`config.mk`:
```
export PLATFORM = sky130hd
export DESIGN_NAME = small_array_table_engine_unit
export DESIGN_NICKNAME = d
export VERILOG_FILES = /design/src/rtl/sate_pkg.sv /design/src/rtl/sate_ram.sv /design/src/rtl/small_array_table_engine_unit.sv
export SDC_FILE = /design/constraint.sdc
export NUM_CORES = 1
export LEC_CHECK = 0
export BUFFER_PORTS_ARGS = -buffer_cell sky130_fd_sc_hd__buf_2
export CAP_MARGIN = 10
export CORE_MARGIN = 2
export CORE_UTILIZATION = 50
export CTS_CLUSTER_SIZE = 28
export DETAILED_ROUTE_END_ITERATION = 6
export PLACE_DENSITY = 0.67
export SLEW_MARGIN = 20
export SYNTH_ARGS = -nofsm -noshare
export SYNTH_HDL_FRONTEND = slang
export SYNTH_SLANG_ARGS = --single-unit
```
`constraint.sdc`:
```
create_clock -name clk -period 12.7 [get_ports clk]
set_input_delay 1.27 -clock clk [delete_from_list [all_inputs] [get_ports clk]]
set_output_delay 1.27 -clock clk [all_outputs]
set_load 0.02 [all_outputs]
```
`src/rtl/sate_pkg.sv`:
```
// ----------------------------------------------------------------------------
// sate_pkg
// Sizes, codes, RAM request type and field conversions for the table engine.
// ----------------------------------------------------------------------------
package sate_pkg;

    localparam int CAPACITY  = 16;
    localparam int WORD_BITS = 32;

    localparam int IDX_W = $clog2(CAPACITY);
    localparam int CNT_W = $clog2(CAPACITY + 1);

    localparam int OPCODE_W   = 3;
    localparam int VALUE_W    = 32;
    localparam int STATUS_W   = 2;
    localparam int ELEMENT_W  = 32;
    localparam int POSITION_W = 4;
    localparam int FILL_W     = 5;

    localparam logic [OPCODE_W-1:0] OP_SEARCH  = 3'd0;
    localparam logic [OPCODE_W-1:0] OP_INSERT  = 3'd1;
    localparam logic [OPCODE_W-1:0] OP_DELETE  = 3'd2;
    localparam logic [OPCODE_W-1:0] OP_REPLACE = 3'd3;
    localparam logic [OPCODE_W-1:0] OP_REVERSE = 3'd4;
    localparam logic [OPCODE_W-1:0] OP_SHOW    = 3'd5;

    localparam logic [STATUS_W-1:0] STATUS_OK       = 2'd0;
    localparam logic [STATUS_W-1:0] STATUS_NOTFOUND = 2'd1;
    localparam logic [STATUS_W-1:0] STATUS_FULL     = 2'd2;
    localparam logic [STATUS_W-1:0] STATUS_EMPTY    = 2'd3;

    localparam int VEXT_W = (WORD_BITS > VALUE_W) ? WORD_BITS : VALUE_W;
    localparam int EEXT_W = (WORD_BITS > ELEMENT_W) ? WORD_BITS : ELEMENT_W;
    localparam int PEXT_W = (CNT_W > POSITION_W) ? CNT_W : POSITION_W;
    localparam int FEXT_W = (CNT_W > FILL_W) ? CNT_W : FILL_W;

    typedef logic [WORD_BITS-1:0] word_t;

    typedef struct packed {
        logic             wr_en;
        logic [IDX_W-1:0] wr_addr;
        word_t            wr_data;
        logic             rd_en;
        logic [IDX_W-1:0] rd_addr;
    } ram_req_t;

    // Sign-extend a 32-bit field, then cut to the word width.
    function automatic word_t to_word(logic signed [VALUE_W-1:0] v);
        logic signed [VEXT_W-1:0] e;
        e = VEXT_W'(v);
        return e[WORD_BITS-1:0];
    endfunction

    function automatic logic [ELEMENT_W-1:0] to_element(word_t w);
        logic [EEXT_W-1:0] e;
        e = EEXT_W'(w);
        return e[ELEMENT_W-1:0];
    endfunction

    function automatic logic [POSITION_W-1:0] to_position(logic [CNT_W-1:0] c);
        logic [PEXT_W-1:0] e;
        e = PEXT_W'(c);
        return e[POSITION_W-1:0];
    endfunction

    function automatic logic [FILL_W-1:0] to_fill(logic [CNT_W-1:0] c);
        logic [FEXT_W-1:0] e;
        e = FEXT_W'(c);
        return e[FILL_W-1:0];
    endfunction

endpackage

```
`src/rtl/sate_ram.sv`:
```
// ----------------------------------------------------------------------------
// sate_ram
// Table storage: one write port, one read port with registered read data.
// ----------------------------------------------------------------------------
module sate_ram
(
    input  logic               clk,
    input  sate_pkg::ram_req_t req,
    output sate_pkg::word_t    rd_data
);

    sate_pkg::word_t mem [sate_pkg::CAPACITY];
    sate_pkg::word_t rd_data_reg;

    always_ff @(posedge clk)
    begin
        if (req.wr_en)
        begin
            mem[req.wr_addr] <= req.wr_data;
        end
    end

    // Hold read data until the next read.
    always_ff @(posedge clk)
    begin
        if (req.rd_en)
        begin
            rd_data_reg <= mem[req.rd_addr];
        end
    end

    assign rd_data = rd_data_reg;

endmodule

```
`src/rtl/small_array_table_engine_unit.sv`:
```
// ----------------------------------------------------------------------------
// small_array_table_engine_unit
// Bounded table of signed words with search, insert, delete, replace,
// reverse and show commands, run by a sequencer over one RAM port pair.
// ----------------------------------------------------------------------------
// Insert, unused codes and empty-table cases load their result on accept; search
// and replace walk the filled entries; delete walks them, then moves later entries
// down unless the match is the last one; reverse swaps pairs inwards from the ends;
// show gives one result per entry. One item at a time, the next taken the cycle after
// the last result leaves; the single read port and entry compare set the walk rate.
// Reset clears the fill count and sequencer; table contents are not cleared.
module small_array_table_engine_unit
(
    input  logic        clk,
    input  logic        rst_n,

    input  logic        s_tvalid,
    output logic        s_tready,
    input  logic [63:0] s_tdata,   // [31:0] key_value, [63:32] new_value
    input  logic [2:0]  s_tuser,   // [2:0] opcode

    output logic        m_tvalid,
    input  logic        m_tready,
    output logic [47:0] m_tdata,   // [0] present, [32:1] element, [36:33] position,
                                   // [41:37] fill_now, [47:42] zero
    output logic [1:0]  m_tuser,   // [1:0] status
    output logic        m_tlast
);

    localparam int CNT_W = sate_pkg::CNT_W;
    localparam int IDX_W = sate_pkg::IDX_W;

    // Sequencer states
    localparam logic [3:0] S_IDLE      = 4'd0;
    localparam logic [3:0] S_SCAN      = 4'd1;  // walk entries, compare with key
    localparam logic [3:0] S_SHIFT     = 4'd2;  // move entries down after delete
    localparam logic [3:0] S_REV_RA    = 4'd3;  // read low entry of pair
    localparam logic [3:0] S_REV_RB    = 4'd4;  // read high entry, hold low
    localparam logic [3:0] S_REV_WA    = 4'd5;  // write high value to low slot
    localparam logic [3:0] S_REV_WB    = 4'd6;  // write low value to high slot
    localparam logic [3:0] S_SHOW_LD   = 4'd7;  // load shown entry into output
    localparam logic [3:0] S_SHOW_WAIT = 4'd8;  // wait for shown entry to leave
    localparam logic [3:0] S_OUT       = 4'd9;  // wait for single result to leave

    localparam logic [CNT_W-1:0] CNT_ONE = CNT_W'(1);
    localparam logic [CNT_W-1:0] CNT_CAP = CNT_W'(sate_pkg::CAPACITY);

    logic [3:0] state_reg, state_next;

    // Command held for the duration of the walk
    logic [sate_pkg::OPCODE_W-1:0] op_reg, op_next;
    sate_pkg::word_t               key_reg, key_next;
    sate_pkg::word_t               repl_reg, repl_next;
    logic [CNT_W-1:0]              n_reg, n_next;

    // Walk pointers: ra = next read index, ck = index of data in rd_data
    logic [CNT_W-1:0] ra_reg, ra_next;
    logic [CNT_W-1:0] ck_reg, ck_next;
    logic             ck_vld_reg, ck_vld_next;
    logic             hit_reg, hit_next;
    logic [CNT_W-1:0] loc_reg, loc_next;
    logic [CNT_W-1:0] lo_reg, lo_next;
    logic [CNT_W-1:0] hi_reg, hi_next;
    sate_pkg::word_t  tmp_reg, tmp_next;

    logic [CNT_W-1:0] fill_reg, fill_next;

    // Output register
    logic                            out_vld_reg, out_vld_next;
    logic [sate_pkg::STATUS_W-1:0]   status_reg;
    logic                            present_reg;
    logic [sate_pkg::ELEMENT_W-1:0]  element_reg;
    logic [sate_pkg::POSITION_W-1:0] position_reg;
    logic [sate_pkg::FILL_W-1:0]     fill_out_reg;
    logic                            last_reg;

    // Result load strobe and values
    logic                            ld;
    logic [sate_pkg::STATUS_W-1:0]   ld_status;
    logic                            ld_present;
    logic [sate_pkg::ELEMENT_W-1:0]  ld_element;
    logic [sate_pkg::POSITION_W-1:0] ld_position;
    logic                            ld_last;

    sate_pkg::ram_req_t ram_req;
    sate_pkg::word_t    rd_data;

    // Shared compare unit and walk end detection
    logic             match;
    logic             last_ck;
    logic             del_hit;
    logic [CNT_W-1:0] del_loc;

    assign match   = ck_vld_reg && (rd_data == key_reg);
    assign last_ck = ck_vld_reg && (ck_reg == n_reg - CNT_ONE);
    assign del_hit = hit_reg || match;
    assign del_loc = match ? ck_reg : loc_reg;

    sate_ram u_ram
    (
        .clk     (clk),
        .req     (ram_req),
        .rd_data (rd_data)
    );

    always_comb
    begin
        state_next   = state_reg;
        op_next      = op_reg;
        key_next     = key_reg;
        repl_next    = repl_reg;
        n_next       = n_reg;
        ra_next      = ra_reg;
        ck_next      = ck_reg;
        ck_vld_next  = ck_vld_reg;
        hit_next     = hit_reg;
        loc_next     = loc_reg;
        lo_next      = lo_reg;
        hi_next      = hi_reg;
        tmp_next     = tmp_reg;
        fill_next    = fill_reg;
        out_vld_next = out_vld_reg;

        ld          = 1'b0;
        ld_status   = sate_pkg::STATUS_OK;
        ld_present  = 1'b0;
        ld_element  = '0;
        ld_position = '0;
        ld_last     = 1'b1;

        ram_req         = '0;
        ram_req.rd_addr = ra_reg[IDX_W-1:0];

        s_tready = 1'b0;

        unique case (state_reg)
            S_IDLE:
            begin
                s_tready = 1'b1;
                if (s_tvalid)
                begin
                    // Latch the command and prime the walk pointers.
                    op_next     = s_tuser;
                    key_next    = sate_pkg::to_word($signed(s_tdata[31:0]));
                    repl_next   = sate_pkg::to_word($signed(s_tdata[63:32]));
                    n_next      = fill_reg;
                    ra_next     = '0;
                    ck_next     = '0;
                    ck_vld_next = 1'b0;
                    hit_next    = 1'b0;
                    loc_next    = '0;
                    lo_next     = '0;
                    hi_next     = fill_reg - CNT_ONE;
                    unique case (s_tuser)
                        sate_pkg::OP_SEARCH:
                        begin
                            if (fill_reg == '0)
                            begin
                                ld         = 1'b1;
                                ld_status  = sate_pkg::STATUS_NOTFOUND;
                                state_next = S_OUT;
                            end
                            else
                            begin
                                state_next = S_SCAN;
                            end
                        end
                        sate_pkg::OP_INSERT:
                        begin
                            ld         = 1'b1;
                            state_next = S_OUT;
                            if (fill_reg >= CNT_CAP)
                            begin
                                ld_status = sate_pkg::STATUS_FULL;
                            end
                            else
                            begin
                                // Append at the end of the filled part.
                                ram_req.wr_en   = 1'b1;
                                ram_req.wr_addr = fill_reg[IDX_W-1:0];
                                ram_req.wr_data =
                                    sate_pkg::to_word($signed(s_tdata[31:0]));
                                fill_next       = fill_reg + CNT_ONE;
                            end
                        end
                        sate_pkg::OP_DELETE:
                        begin
                            if (fill_reg == '0)
                            begin
                                ld         = 1'b1;
                                ld_status  = sate_pkg::STATUS_NOTFOUND;
                                state_next = S_OUT;
                            end
                            else
                            begin
                                state_next = S_SCAN;
                            end
                        end
                        sate_pkg::OP_REPLACE:
                        begin
                            if (fill_reg == '0)
                            begin
                                ld         = 1'b1;
                                state_next = S_OUT;
                            end
                            else
                            begin
                                state_next = S_SCAN;
                            end
                        end
                        sate_pkg::OP_REVERSE:
                        begin
                            if (fill_reg < CNT_W'(2))
                            begin
                                ld         = 1'b1;
                                state_next = S_OUT;
                            end
                            else
                            begin
                                state_next = S_REV_RA;
                            end
                        end
                        sate_pkg::OP_SHOW:
                        begin
                            if (fill_reg == '0)
                            begin
                                ld         = 1'b1;
                                ld_status  = sate_pkg::STATUS_EMPTY;
                                state_next = S_OUT;
                            end
                            else
                            begin
                                // Fetch entry zero now; S_SHOW_LD loads it into the output register.
                                ram_req.rd_en   = 1'b1;
                                ram_req.rd_addr = '0;
                                state_next      = S_SHOW_LD;
                            end
                        end
                        default:
                        begin
                            // Unused codes leave the table alone.
                            ld         = 1'b1;
                            state_next = S_OUT;
                        end
                    endcase
                end
            end

            S_SCAN:
            begin
                // Issue one read a cycle while checking the previous one.
                if (ra_reg < n_reg)
                begin
                    ram_req.rd_en = 1'b1;
                    ra_next       = ra_reg + CNT_ONE;
                end
                ck_vld_next = ram_req.rd_en;
                ck_next     = ra_reg;
                unique case (op_reg)
                    sate_pkg::OP_SEARCH:
                    begin
                        if (match)
                        begin
                            ld         = 1'b1;
                            ld_present = 1'b1;
                            state_next = S_OUT;
                        end
                        else if (last_ck)
                        begin
                            ld         = 1'b1;
                            ld_status  = sate_pkg::STATUS_NOTFOUND;
                            state_next = S_OUT;
                        end
                    end
                    sate_pkg::OP_REPLACE:
                    begin
                        if (match)
                        begin
                            ram_req.wr_en   = 1'b1;
                            ram_req.wr_addr = ck_reg[IDX_W-1:0];
                            ram_req.wr_data = repl_reg;
                        end
                        if (last_ck)
                        begin
                            ld         = 1'b1;
                            state_next = S_OUT;
                        end
                    end
                    default:
                    begin
                        // Delete: remember the last matching index.
                        if (match)
                        begin
                            hit_next = 1'b1;
                            loc_next = ck_reg;
                        end
                        if (last_ck)
                        begin
                            if (!del_hit)
                            begin
                                ld         = 1'b1;
                                ld_status  = sate_pkg::STATUS_NOTFOUND;
                                state_next = S_OUT;
                            end
                            else if (del_loc == n_reg - CNT_ONE)
                            begin
                                // Last entry removed: nothing to move.
                                fill_next  = n_reg - CNT_ONE;
                                ld         = 1'b1;
                                state_next = S_OUT;
                            end
                            else
                            begin
                                ra_next     = del_loc + CNT_ONE;
                                ck_vld_next = 1'b0;
                                state_next  = S_SHIFT;
                            end
                        end
                    end
                endcase
            end

            S_SHIFT:
            begin
                // Read entry i+1 and write it to slot i on the next cycle.
                if (ra_reg < n_reg)
                begin
                    ram_req.rd_en = 1'b1;
                    ra_next       = ra_reg + CNT_ONE;
                end
                ck_vld_next = ram_req.rd_en;
                ck_next     = ra_reg;
                if (ck_vld_reg)
                begin
                    ram_req.wr_en   = 1'b1;
                    ram_req.wr_addr = ck_reg[IDX_W-1:0] - IDX_W'(1);
                    ram_req.wr_data = rd_data;
                end
                if (last_ck)
                begin
                    fill_next  = n_reg - CNT_ONE;
                    ld         = 1'b1;
                    state_next = S_OUT;
                end
            end

            S_REV_RA:
            begin
                ram_req.rd_en   = 1'b1;
                ram_req.rd_addr = lo_reg[IDX_W-1:0];
                state_next      = S_REV_RB;
            end

            S_REV_RB:
            begin
                ram_req.rd_en   = 1'b1;
                ram_req.rd_addr = hi_reg[IDX_W-1:0];
                tmp_next        = rd_data;
                state_next      = S_REV_WA;
            end

            S_REV_WA:
            begin
                ram_req.wr_en   = 1'b1;
                ram_req.wr_addr = lo_reg[IDX_W-1:0];
                ram_req.wr_data = rd_data;
                state_next      = S_REV_WB;
            end

            S_REV_WB:
            begin
                ram_req.wr_en   = 1'b1;
                ram_req.wr_addr = hi_reg[IDX_W-1:0];
                ram_req.wr_data = tmp_reg;
                lo_next         = lo_reg + CNT_ONE;
                hi_next         = hi_reg - CNT_ONE;
                // Advance to the next pair while the pointers have not met.
                if ((lo_reg + CNT_ONE) < (hi_reg - CNT_ONE))
                begin
                    state_next = S_REV_RA;
                end
                else
                begin
                    ld         = 1'b1;
                    state_next = S_OUT;
                end
            end

            S_SHOW_LD:
            begin
                ld          = 1'b1;
                ld_element  = sate_pkg::to_element(rd_data);
                ld_position = sate_pkg::to_position(ra_reg);
                ld_last     = (ra_reg == n_reg - CNT_ONE);
                state_next  = S_SHOW_WAIT;
            end

            S_SHOW_WAIT:
            begin
                if (m_tready)
                begin
                    out_vld_next = 1'b0;
                    if (last_reg)
                    begin
                        state_next = S_IDLE;
                    end
                    else
                    begin
                        ram_req.rd_en   = 1'b1;
                        ram_req.rd_addr = ra_reg[IDX_W-1:0] + IDX_W'(1);
                        ra_next         = ra_reg + CNT_ONE;
                        state_next      = S_SHOW_LD;
                    end
                end
            end

            S_OUT:
            begin
                if (m_tready)
                begin
                    out_vld_next = 1'b0;
                    state_next   = S_IDLE;
                end
            end

            default:
            begin
                state_next = S_IDLE;
            end
        endcase

        if (ld)
        begin
            out_vld_next = 1'b1;
        end
    end

    always_ff @(posedge clk or negedge rst_n)
    begin
        if (!rst_n)
        begin
            state_reg   <= S_IDLE;
            fill_reg    <= '0;
            out_vld_reg <= 1'b0;
            ck_vld_reg  <= 1'b0;
            hit_reg     <= 1'b0;
        end
        else
        begin
            state_reg   <= state_next;
            fill_reg    <= fill_next;
            out_vld_reg <= out_vld_next;
            ck_vld_reg  <= ck_vld_next;
            hit_reg     <= hit_next;
        end
    end

    // Command and walk payload
    always_ff @(posedge clk)
    begin
        op_reg   <= op_next;
        key_reg  <= key_next;
        repl_reg <= repl_next;
        n_reg    <= n_next;
        ra_reg   <= ra_next;
        ck_reg   <= ck_next;
        loc_reg  <= loc_next;
        lo_reg   <= lo_next;
        hi_reg   <= hi_next;
        tmp_reg  <= tmp_next;
    end

    // Result payload: load once, hold while the item waits.
    always_ff @(posedge clk)
    begin
        if (ld)
        begin
            status_reg   <= ld_status;
            present_reg  <= ld_present;
            element_reg  <= ld_element;
            position_reg <= ld_position;
            fill_out_reg <= sate_pkg::to_fill(fill_next);
            last_reg     <= ld_last;
        end
    end

    assign m_tvalid = out_vld_reg;
    assign m_tdata  = {6'd0, fill_out_reg, position_reg, element_reg, present_reg};
    assign m_tuser  = status_reg;
    assign m_tlast  = last_reg;

endmodule

```
# Word level (Yosys, flattened, before mapping)
# Memory sizes are Yosys's and may differ from the RTL's. A register that Yosys moved wholly into a read port is not among the register bits.
# Index checks and enable logic that the tools add are counted.
dict set report op_classes {
  magnitude_cmp 4
  n_shift 0
  multipliers 0
  eq_ne 26
  n_mux 94
  reduce_logical 31
  addsub 9
  bitwise_logic 0
  n_div 0
}
# operator n
set ops {}
lappend ops {{$mux W37} 5}
lappend ops {{$pmux W37 S5} 1}
lappend ops {{$mux W5} 23}
lappend ops {{$mux W4} 12}
lappend ops {{$mux W42} 1}
lappend ops {{$pmux W4 S10} 1}
lappend ops {{$pmux W5 S2} 4}
lappend ops {{$eq A32 B32 Y1} 1}
lappend ops {{$mux W1} 29}
lappend ops {{$add A5 B1 Y5 const B} 4}
lappend ops {{$pmux W5 S4} 1}
lappend ops {{$eq A4 B3 Y1 const B} 4}
lappend ops {{$pmux W4 S4} 1}
lappend ops {{$eq A5 B5 Y1} 3}
lappend ops {{$pmux W5 S3} 1}
lappend ops {{$sub A5 B1 Y5 const B} 3}
lappend ops {{$ne A2 B2 Y1 const B} 6}
lappend ops {{$pmux W4 S3} 1}
lappend ops {{$reduce_and A2 Y1} 6}
lappend ops {{$reduce_and A4 Y1} 3}
lappend ops {{$lt A5 B5 Y1} 2}
lappend ops {{$reduce_bool A2 Y1} 5}
lappend ops {{$reduce_or A2 Y1} 5}
lappend ops {{$eq A3 B2 Y1 const B} 3}
lappend ops {{29 further kinds} 39}
dict set report totals {
  romBits 0
  output_inout_bits 53
  memories 1
  reg_bits 186
  word_cells 186
  in_bits 71
  latch_bits 0
  ram_bits 512
}
# name depth width read_ports rd_clocked_by_memory_dff wr line
set mem_list {}
lappend mem_list {u_ram.mem 16 32 1 1 1 sate_ram.sv:12} ;# sate_pkg::word_t mem [sate_pkg::CAPACITY];

# Logic depth before layout (Yosys ltp)
# Gate-level depths: netlist of the first run.
dict set report logic_depth {
  word_depth 11
  depth_mapped 14
  depth_no_buf 11
}

# Hierarchy
# From an unflattened synthesis of the first run, not the netlist that was laid out.
dict set report unflattened {
  hier_cells 1628
  area_unflattened_um2 29497.0
}
# mod cells_per_inst n_inst area_each_um2 seq_area_each_um2
set by_module_without_submodules {}
lappend by_module_without_submodules {sate_ram 838 1 20156.8 16335.7}
lappend by_module_without_submodules {small_array_table_engine_unit 790 1 9340.2 5525.3}

# Worst setup path after synthesis of the first run
# OpenSTA, ideal clock, no wires.
dict set report synth_timing {
  path_kind {in2reg}
  startpoint {input s_tuser[0]}
  endpoint {memory u_ram.mem[0][0] in the netlist's numbering, enable pin}
  setup_ns 0.461
  stages 6
  t_arrival_ns 4.793
  setup_slack_ns 7.446
  t_required_ns 12.239
  cell_sequence {nor2b_1 -> nand3_1 -> nor3_1 -> or4_1 -> nand3_1 -> nor3_1}
}
dict set report synth_via {
  elab_chain_len 6
}
# element line
set synth_lines {}
lappend synth_lines {{from (decl)} small_array_table_engine_unit.sv:20} ;# input logic [2:0] s_tuser,
lappend synth_lines {{$eq A3 B1 Y1 (*)} small_array_table_engine_unit.sv:154} ;# unique case (s_tuser)
lappend synth_lines {{$mux W37 (*)} small_array_table_engine_unit.sv:154}
lappend synth_lines {{$mux W42 (*)} small_array_table_engine_unit.sv:140} ;# if (s_tvalid)
lappend synth_lines {{$pmux W37 S5 (*)} small_array_table_engine_unit.sv:136} ;# unique case (state_reg)
lappend synth_lines {{$mux W1} sate_ram.sv:17} ;# if (req.wr_en)
lappend synth_lines {{$mux W1 (implied by the code)} sate_ram.sv:19} ;# mem[req.wr_addr] <= req.wr_data;
lappend synth_lines {{to (decl)} sate_ram.sv:12}
# Every way passes the cells marked *; elsewhere a longest branch is shown, timed or not.

# Final worst setup path of the first run
dict set report layout_timing {
  startpoint {register state_reg[3]}
  endpoint {register u_ram.rd_data_reg[24] (netlist: u_ram.rd_data[24]) (read register of u_ram.mem) (data pin)}
}
dict set report layout_via {
  elab_chain_len 3
}
# element line
set layout_lines {}
lappend layout_lines {{from (decl)} small_array_table_engine_unit.sv:48} ;# logic [3:0] state_reg, state_next;
lappend layout_lines {{from (signal assigned)} small_array_table_engine_unit.sv:450} ;# state_reg <= state_next;
lappend layout_lines {{$eq A4 B3 Y1 (tied with other cells)} small_array_table_engine_unit.sv:136}
lappend layout_lines {{$reduce_or A2 Y1 (no line)} -}
lappend layout_lines {{$pmux W1 S4} small_array_table_engine_unit.sv:136}
lappend layout_lines {{to (decl)} sate_ram.sv:13} ;# sate_pkg::word_t rd_data_reg;
# Several ways; a longest one is shown, not always the timed one.
# A chain may end at the register's enable or synchronous reset.

==> results.ini, run 1 <==
[synthesis]
yosysMostFrequentCell = edfxtp_1
synth-async-reset-ratio_pct = 1.644
syn-mean-instance-area_um2 = 13.85
synthFlopType = edfxtp_1
yosys.area_share.simple_pct = 11.24
ys_top_cells_by_area = edfxtp_1, nand2_1, a211oi_1
syn_inst = 2200
ys_top_cells_by_count = edfxtp_1, nand2_1, a211oi_1, clkbuf_1, and2_0
synth_compound_area_share_pct = 11.90
ys_seq_elements = 730
ys_seq_area_share_pct = 71.72
synth_top_family_by_area = compound AO/OA/AOI/OAI gates
post-synth-top-area-cell = edfxtp_1
muxShareOfSynthArea_pct = 0.3612
syn_area_um2 = 30480
synth_cell_types = 70
synth_xor_area_share_pct = 1.695
synth_edf_count = 718
synthAdderAreaFrac_pct = 0.7800
yosysWarnings = 0
synth_top_area_share_pct = 70.74

[clocking]
clk_pin_slew_ps = 60
cts_sinks = 730
clk_path_buf_depth = 3
root_buffer = clkbuf_16
cts_hold_buf = 0
clkLatencyLatePin_ps = 620
cts-buffers-inserted = 74
cts-resized-gates = 0
cts_tree = yes
cts.htree.levels = 3
post_cts_buffers = 0

[die]
ioPinCount = 124
start_util_pct = 50.50
die_h_um = 250.9
rows = 90
core_um2 = 60360
dieArea_um2 = 62950
fp.dieW_um = 250.9

[setup_path]
critPathMaxFanout = 96
endpoint_kind = flop
path_class = reg2reg
critPathRequiredTime_ps = 13050
critical_path_arrival_ps = 5870
cp-start-kind = flop

[drt]
dr.pass1.iters = 6
ant_nets = 0
via_per_inst = 6.205
drt_iter0_drc = 2344
routed_wl_um = 78020
drc = 0
drt-wirelength-per-cell_um = 24.94
vias = 19410

[layout]
largest_reg_flops = 512
synthToLayoutAreaGrowth_pct = 12.32
drive_gt1_share_pct = 12.49
regMostFlops = u_ram.mem
nNetsFinal = 2381
n_antenna_cell = 0

[global_routing]
grt_pass1_vias = 18810
grt_max_degree = 99
grt_overflow_total = 0
antenna_found_initial = 2
grt_pass1_wl_um = 115800
grt.total_usage_pct = 24.45

[pwr]
total_power_uw = 8625
p_sw_uw = 3343
max-vdd-ir-drop_uv = 167.2
switching_share_pct = 38.76
leakagePower_uw = 0.01148
p_int_uw = 5282
powerDensity_nw_per_um2 = 251.9
seq_power_share_pct = 40.1
p_clk_share_pct = 24.0
pwr-share-comb_pct = 36.0

[sta]
hold_violations = 0
finalCritPeriodShare_pct = 43.44
drv_slew = 0
fmax_mhz = 181.2
fin_setup_tns_ps = 0
worst_pin_slew_ps = 1093
grt_setup_unrepaired = no
finalSetupViolCount = 0
finalCriticalPeriod_ps = 5517
maxSlewHeadroom_pct = 26.08
fin_skew_ps = 28.33

[placed_design]
dp_hpwl_um = 45190
gp_congestion = 0.9506
io_buffers = 117

[min_path]
hold_path_class = reg2reg

[run_status]
status = complete, no violations

[job]
drv_cap = 0

[area by class of cell]
class	instances	area (µm²)
Sequential cell	730	21860
Multi-Input combinational cell	1307	8162
Clock inverter	37	305.3
Tap cell	782	978.4
Clock buffer	94	1969
Timing Repair Buffer	155	870.8
Inverter	23	87.58
Fill cell	4729	26120
[power groups by stage]
| stage | Clock [µW] | Sequential, µW | Combinational (µW) |
|---|---|---|---|
| 2_1_floorplan | 0 | 3400 | 2150 |
| 3_3_place_gp | 0 | 3480 | 3000 |
| 3_5_place_dp | 0 | 3490 | 3060 |
| 4_1_cts | 2100 | 3440 | 3080 |
| 5_1_grt | 2190 | 3470 | 3390 |
| 6_report | 2070 | 3450 | 3100 |
[worst max-delay path: stages (launching register included)]
cell      delay, ps
dfrtp_1         850
nor4b_1         710
nand3b_1        410
o311a_1         320
a21oi_4         210
buf_4           690
buf_4           870
a211oi_1        180
a311oi_1        310
a211oi_1        110
a21oi_1         440
[path summary, 6_finish.rpt]
kind                              startpoint           endpoint  slack [ps]  depth (start not counted)
min in group asynchronous              rst_n        fill_reg[1]         560                          1
max in group asynchronous              rst_n        fill_reg[3]       11890                          1
hold reg to reg            u_ram.rd_data[29]        tmp_reg[29]         540                          0
hold / removal             u_ram.rd_data[29]        tmp_reg[29]         540                          0
setup / recovery                state_reg[3]  u_ram.rd_data[24]        7180                         10
setup reg to reg                state_reg[3]  u_ram.rd_data[24]        7180                         10
[layer usage]
layer / wire, µm / vias to the layer above / global-route usage, %
met5: 0 / - / 0
met4: 2292 / 0 / 8.895
met3: 6519 / 150 / 3.593
met2: 36800 / 953 / 39.40
met1: 32410 / 9663 / 34.13
li1: - / 8643 / -
[cells in the final DEF (no fill, tap or decap), types with 17 or more instances in the layout]
master and count:
and2_1 84, a211oi_1 162, a222oi_1 34, clkbuf_16 76, buf_4 38, and2_0 89, nor3_1 18, o21ai_0 19
nand3_1 20, xnor2_1 43, a311oi_1 65, nor2_1 39, a31oi_1 69, edfxtp_1 718, a21oi_1 81, clkbuf_1 18
clkinv_1 17, nand2_1 364, buf_2 117, inv_1 22, ha_1 19
[kinds of logic after synthesis]
| group | after synthesis |
|---|---|
| compound gates | 501 |
| simple gates | 711 |
| flops | 730 |
| other cells | 1 |
| xor+xnor | 59 |
| mux | 11 |
| buf+inv | 168 |
| fa+ha+maj | 19 |
[metrics by stage]
step                worst slack (ps)  std cells  util [%]  hold WS (ps)  area [µm²]
detailed placement              7282       2997     52.94         514.1       31950
finish                          7183       3128     56.72         539.9       34230
floorplan                       7446       2205         -         423.1       30500
CTS                             7290       3128     56.71         528.9       34230
global placement                7320       2997     52.94         495.3       31950
global route                    6806       3128     56.72         550.3       34230
(Power assumes the default switching activity.)
==> run 2, diff against run 1 <==
--- a/config.mk
+++ b/config.mk
@@ -5,6 +5,7 @@
 export SDC_FILE = /design/constraint.sdc
 export NUM_CORES = 1
 export LEC_CHECK = 0
+export ABC_AREA = 1
 export BUFFER_PORTS_ARGS = -buffer_cell sky130_fd_sc_hd__buf_2
 export CAP_MARGIN = 10
 export CORE_MARGIN = 2
==> constraint.sdc (replaced) <==
create_clock -name clk -period 5.3 [get_ports clk]
set_input_delay 0.53 -clock clk [delete_from_list [all_inputs] [get_ports clk]]
set_output_delay 0.53 -clock clk [all_outputs]
set_load 0.02 [all_outputs]
==> results.ini, run 2 <==
[run_status]
status = complete, no violations

[setup_path]
startpoint = u_ram.rd_data[22]
critPathMaxFanout = 20  ; -79%
crit_family = simple AND/OR/NAND/NOR gates
cp-start-kind = flop
cp_num_buf_inv = 2  ; unchanged
slowest_stage = nor2_4
critPathRequiredTime_ps = 5600  ; -7450 ps
endpoint_kind = flop
path_class = reg2reg
r2r_start = u_ram.rd_data[22]
critical-path-max-stage-delay_ps = 750  ; -120 ps
path_cells = xnor2_1, nand4_1, nor2_1, nand3_1, nor3_4, inv_2, o21ai_0, nand2_1, nor2_4, buf_4
critical_path_arrival_ps = 4300  ; -1570 ps

[layout]
drive_gt1_share_pct = 11.42  ; -1.1 points
n_antenna_cell = 0  ; unchanged
nNetsFinal = 2992  ; +26%
fill_cells = 5226  ; +11%
stdcell_count = 3806  ; +22%
multi_input_area_um2 = 7944  ; -2.7%
seq_area_um2 = 21860  ; unchanged
final_cell_mix = edfxtp_1, nand2_1, inv_1, o211ai_1, nor2_1
regMostFlops = u_ram.mem
synthToLayoutAreaGrowth_pct = 12.84
final_common_cell = edfxtp_1
largest_reg_flops = 512  ; unchanged

[die]
start_util_pct = 50.53  ; about the same
core_um2 = 63080  ; +4.5%
fp.dieW_um = 256.5  ; +2.2%
dieArea_um2 = 65780  ; +4.5%
ioPinCount = 124  ; unchanged
rows = 92  ; +2.2%
die_h_um = 256.5  ; +2.2%

[pwr]
p_clk_share_pct = 25.1  ; +1.1 points
powerDensity_nw_per_um2 = 566.1  ; +120%
max-vdd-ir-drop_uv = 325.9  ; +95%
p_sw_uw = 8057  ; +140%
switching_share_pct = 39.57  ; +0.81 points
seq_power_share_pct = 38.1  ; -2.0 points
leakagePower_uw = 0.01388  ; +21%
p_int_uw = 12300  ; +130%
pwr-share-comb_pct = 36.8  ; +0.8 points

[synthesis]
post-synth-top-area-cell = edfxtp_1
synthFlopType = edfxtp_1
yosysMostFrequentCell = edfxtp_1
synth_top_area_share_pct = 67.65  ; -3.1 points
ys_seq_area_share_pct = 68.59  ; -3.1 points
synth-async-reset-ratio_pct = 1.644  ; unchanged
ys_seq_elements = 730  ; unchanged
syn_inst = 2781  ; +26%
syn_area_um2 = 31870  ; +4.6%
yosysWarnings = 0  ; unchanged
synth_edf_count = 718  ; unchanged
syn-mean-instance-area_um2 = 11.46  ; -17%
ys_top_cells_by_area = edfxtp_1, nand2_1, o211ai_1
synth_cell_types = 51  ; -27%
ys_top_cells_by_count = edfxtp_1, nand2_1, inv_1, o211ai_1, nor2_1

[drt]
ant_nets = 0  ; unchanged
vias = 21120  ; +8.8%
dr.pass1.iters = 6  ; unchanged
drc = 0  ; unchanged
routed_wl_um = 82900  ; +6.2%
via_per_inst = 5.549  ; -11%
drt-wirelength-per-cell_um = 21.78  ; -13%
drt_iter0_drc = 2293  ; -2.2%

[sta]
fin_skew_ps = 15.19  ; -13.14 ps
finalCriticalPeriod_ps = 4006  ; -1511 ps
worst_pin_slew_ps = 1168  ; +74.72 ps
setup_ws_ps = 1294  ; -5889 ps
fin_setup_tns_ps = 0  ; unchanged
hold-worst-slack_ps = 92.00  ; -447.9 ps
hold_violations = 0  ; unchanged
fmax_mhz = 249.6  ; +38%
finalCritPeriodShare_pct = 75.58  ; +32 points
finalSetupViolCount = 0  ; unchanged
grt_setup_unrepaired = no
drv_slew = 0  ; unchanged
maxSlewHeadroom_pct = 22.13  ; -4.0 points

[clocking]
root_buffer = clkbuf_16
cts_sinks = 730  ; unchanged
cts-buffers-inserted = 78  ; +5.4%
clkLatencyLatePin_ps = 620  ; about the same
cts-resized-gates = 0  ; unchanged
cts.htree.levels = 3  ; unchanged
cts_tree = yes
clk_path_buf_depth = 3  ; unchanged
clk_pin_slew_ps = 60  ; about the same

[global_routing]
antenna_found_initial = 2  ; unchanged
grt_pass1_wl_um = 123900  ; +7.0%
grt.total_usage_pct = 25.04  ; +0.59 points
grt_max_degree = 117  ; +18%
grt_overflow_total = 0  ; unchanged
grt_pass1_vias = 20460  ; +8.8%

[min_path]
hold_start = s_tdata[36]
hold_path_class = in2reg

[placed_design]
io_buffers = 117  ; unchanged
dp.cells = 3664  ; +22%
dpl_worst_slack_ps = 1292  ; -5989 ps
dp_hpwl_um = 54430  ; +20%
gp_congestion = 0.9881  ; +3.9%

[job]
drv_cap = 0  ; unchanged

[run 2: power groups by stage]
stage | clock, µW | sequential (µW) | combinational [µW]
floorplan | 0 | 7800 | 4890
detailed placement | 0 | 7870 | 7360
global route | 5380 | 7810 | 8230
global placement | 0 | 7860 | 7260
CTS | 5180 | 7760 | 7400
finish | 5110 | 7760 | 7490
[run 2: timing repair]
| action | CTS | global route |
|---|---|---|
| endpoints found under the hold margin | 12 | 0 |
| hold buffers | 1 | 0 |
| setup endpoints to repair | 0 | 0 |
| setup buffers | 0 | 0 |
[run 2: per-layer routing]
| metal | vias to the layer above | share of wire (%) | global-route usage, % |
|---|---|---|---|
| met5 | - | 0 | 0 |
| li1 | 9916 | - | - |
| met1 | 10170 | 42 | 35.27 |
| met3 | 147 | 8.5 | 5.279 |
| met4 | 0 | 3.3 | 8.624 |
| met2 | 882 | 46 | 38.85 |
[run 2: cells by family (layout without fill, tap and decap cells)]
logic type,Yosys count,count (layout),synth area share [%]
adders and majority gates,19,19,0.7459
DFF,730,730,68.59
buffers and inverters,562,736,7.149
xor gates and xnor gates,25,25,0.7106
muxes,1,1,0.03141
other,1,6,0.01177
AOI/OAI and AO/OA,483,483,10.44
and+or+nand+nor,960,960,12.32
[run 2: area by class of cell]
type                    instances  share of cell area [%]
clock buffers                 106                   5.956
clock inverters                32                  0.6123
inverters                     431                   4.516
multi-input cells            1494                   22.09
flip-flops and latches        730                   60.78
well taps                     846                   2.943
repair buffers                167                   3.103
[run 2: stage by stage]
stage | instance area (µm²) | total power [µW] | utilization [%]
after floorplan | 31890 | 12690 | -
after global placement | 33470 | 15120 | 53.06
after detailed placement | 33550 | 15230 | 53.18
after CTS | 35920 | 20340 | 56.94
after global routing | 35970 | 21420 | 57.02
final | 35970 | 20360 | 57.02
[run 2: final timing paths]
path	slack, ps	cells after the start	endpoint
max in group asynchronous	4700	2	state_reg[2]
min in group asynchronous	350	2	ck_vld_reg
worst min register to register	450	0	tmp_reg[17]
worst max register to register	1290	10	u_ram.mem[14][8]
worst min-delay path	90	1	repl_reg[4]
worst max-delay path	1290	10	u_ram.mem[14][8]
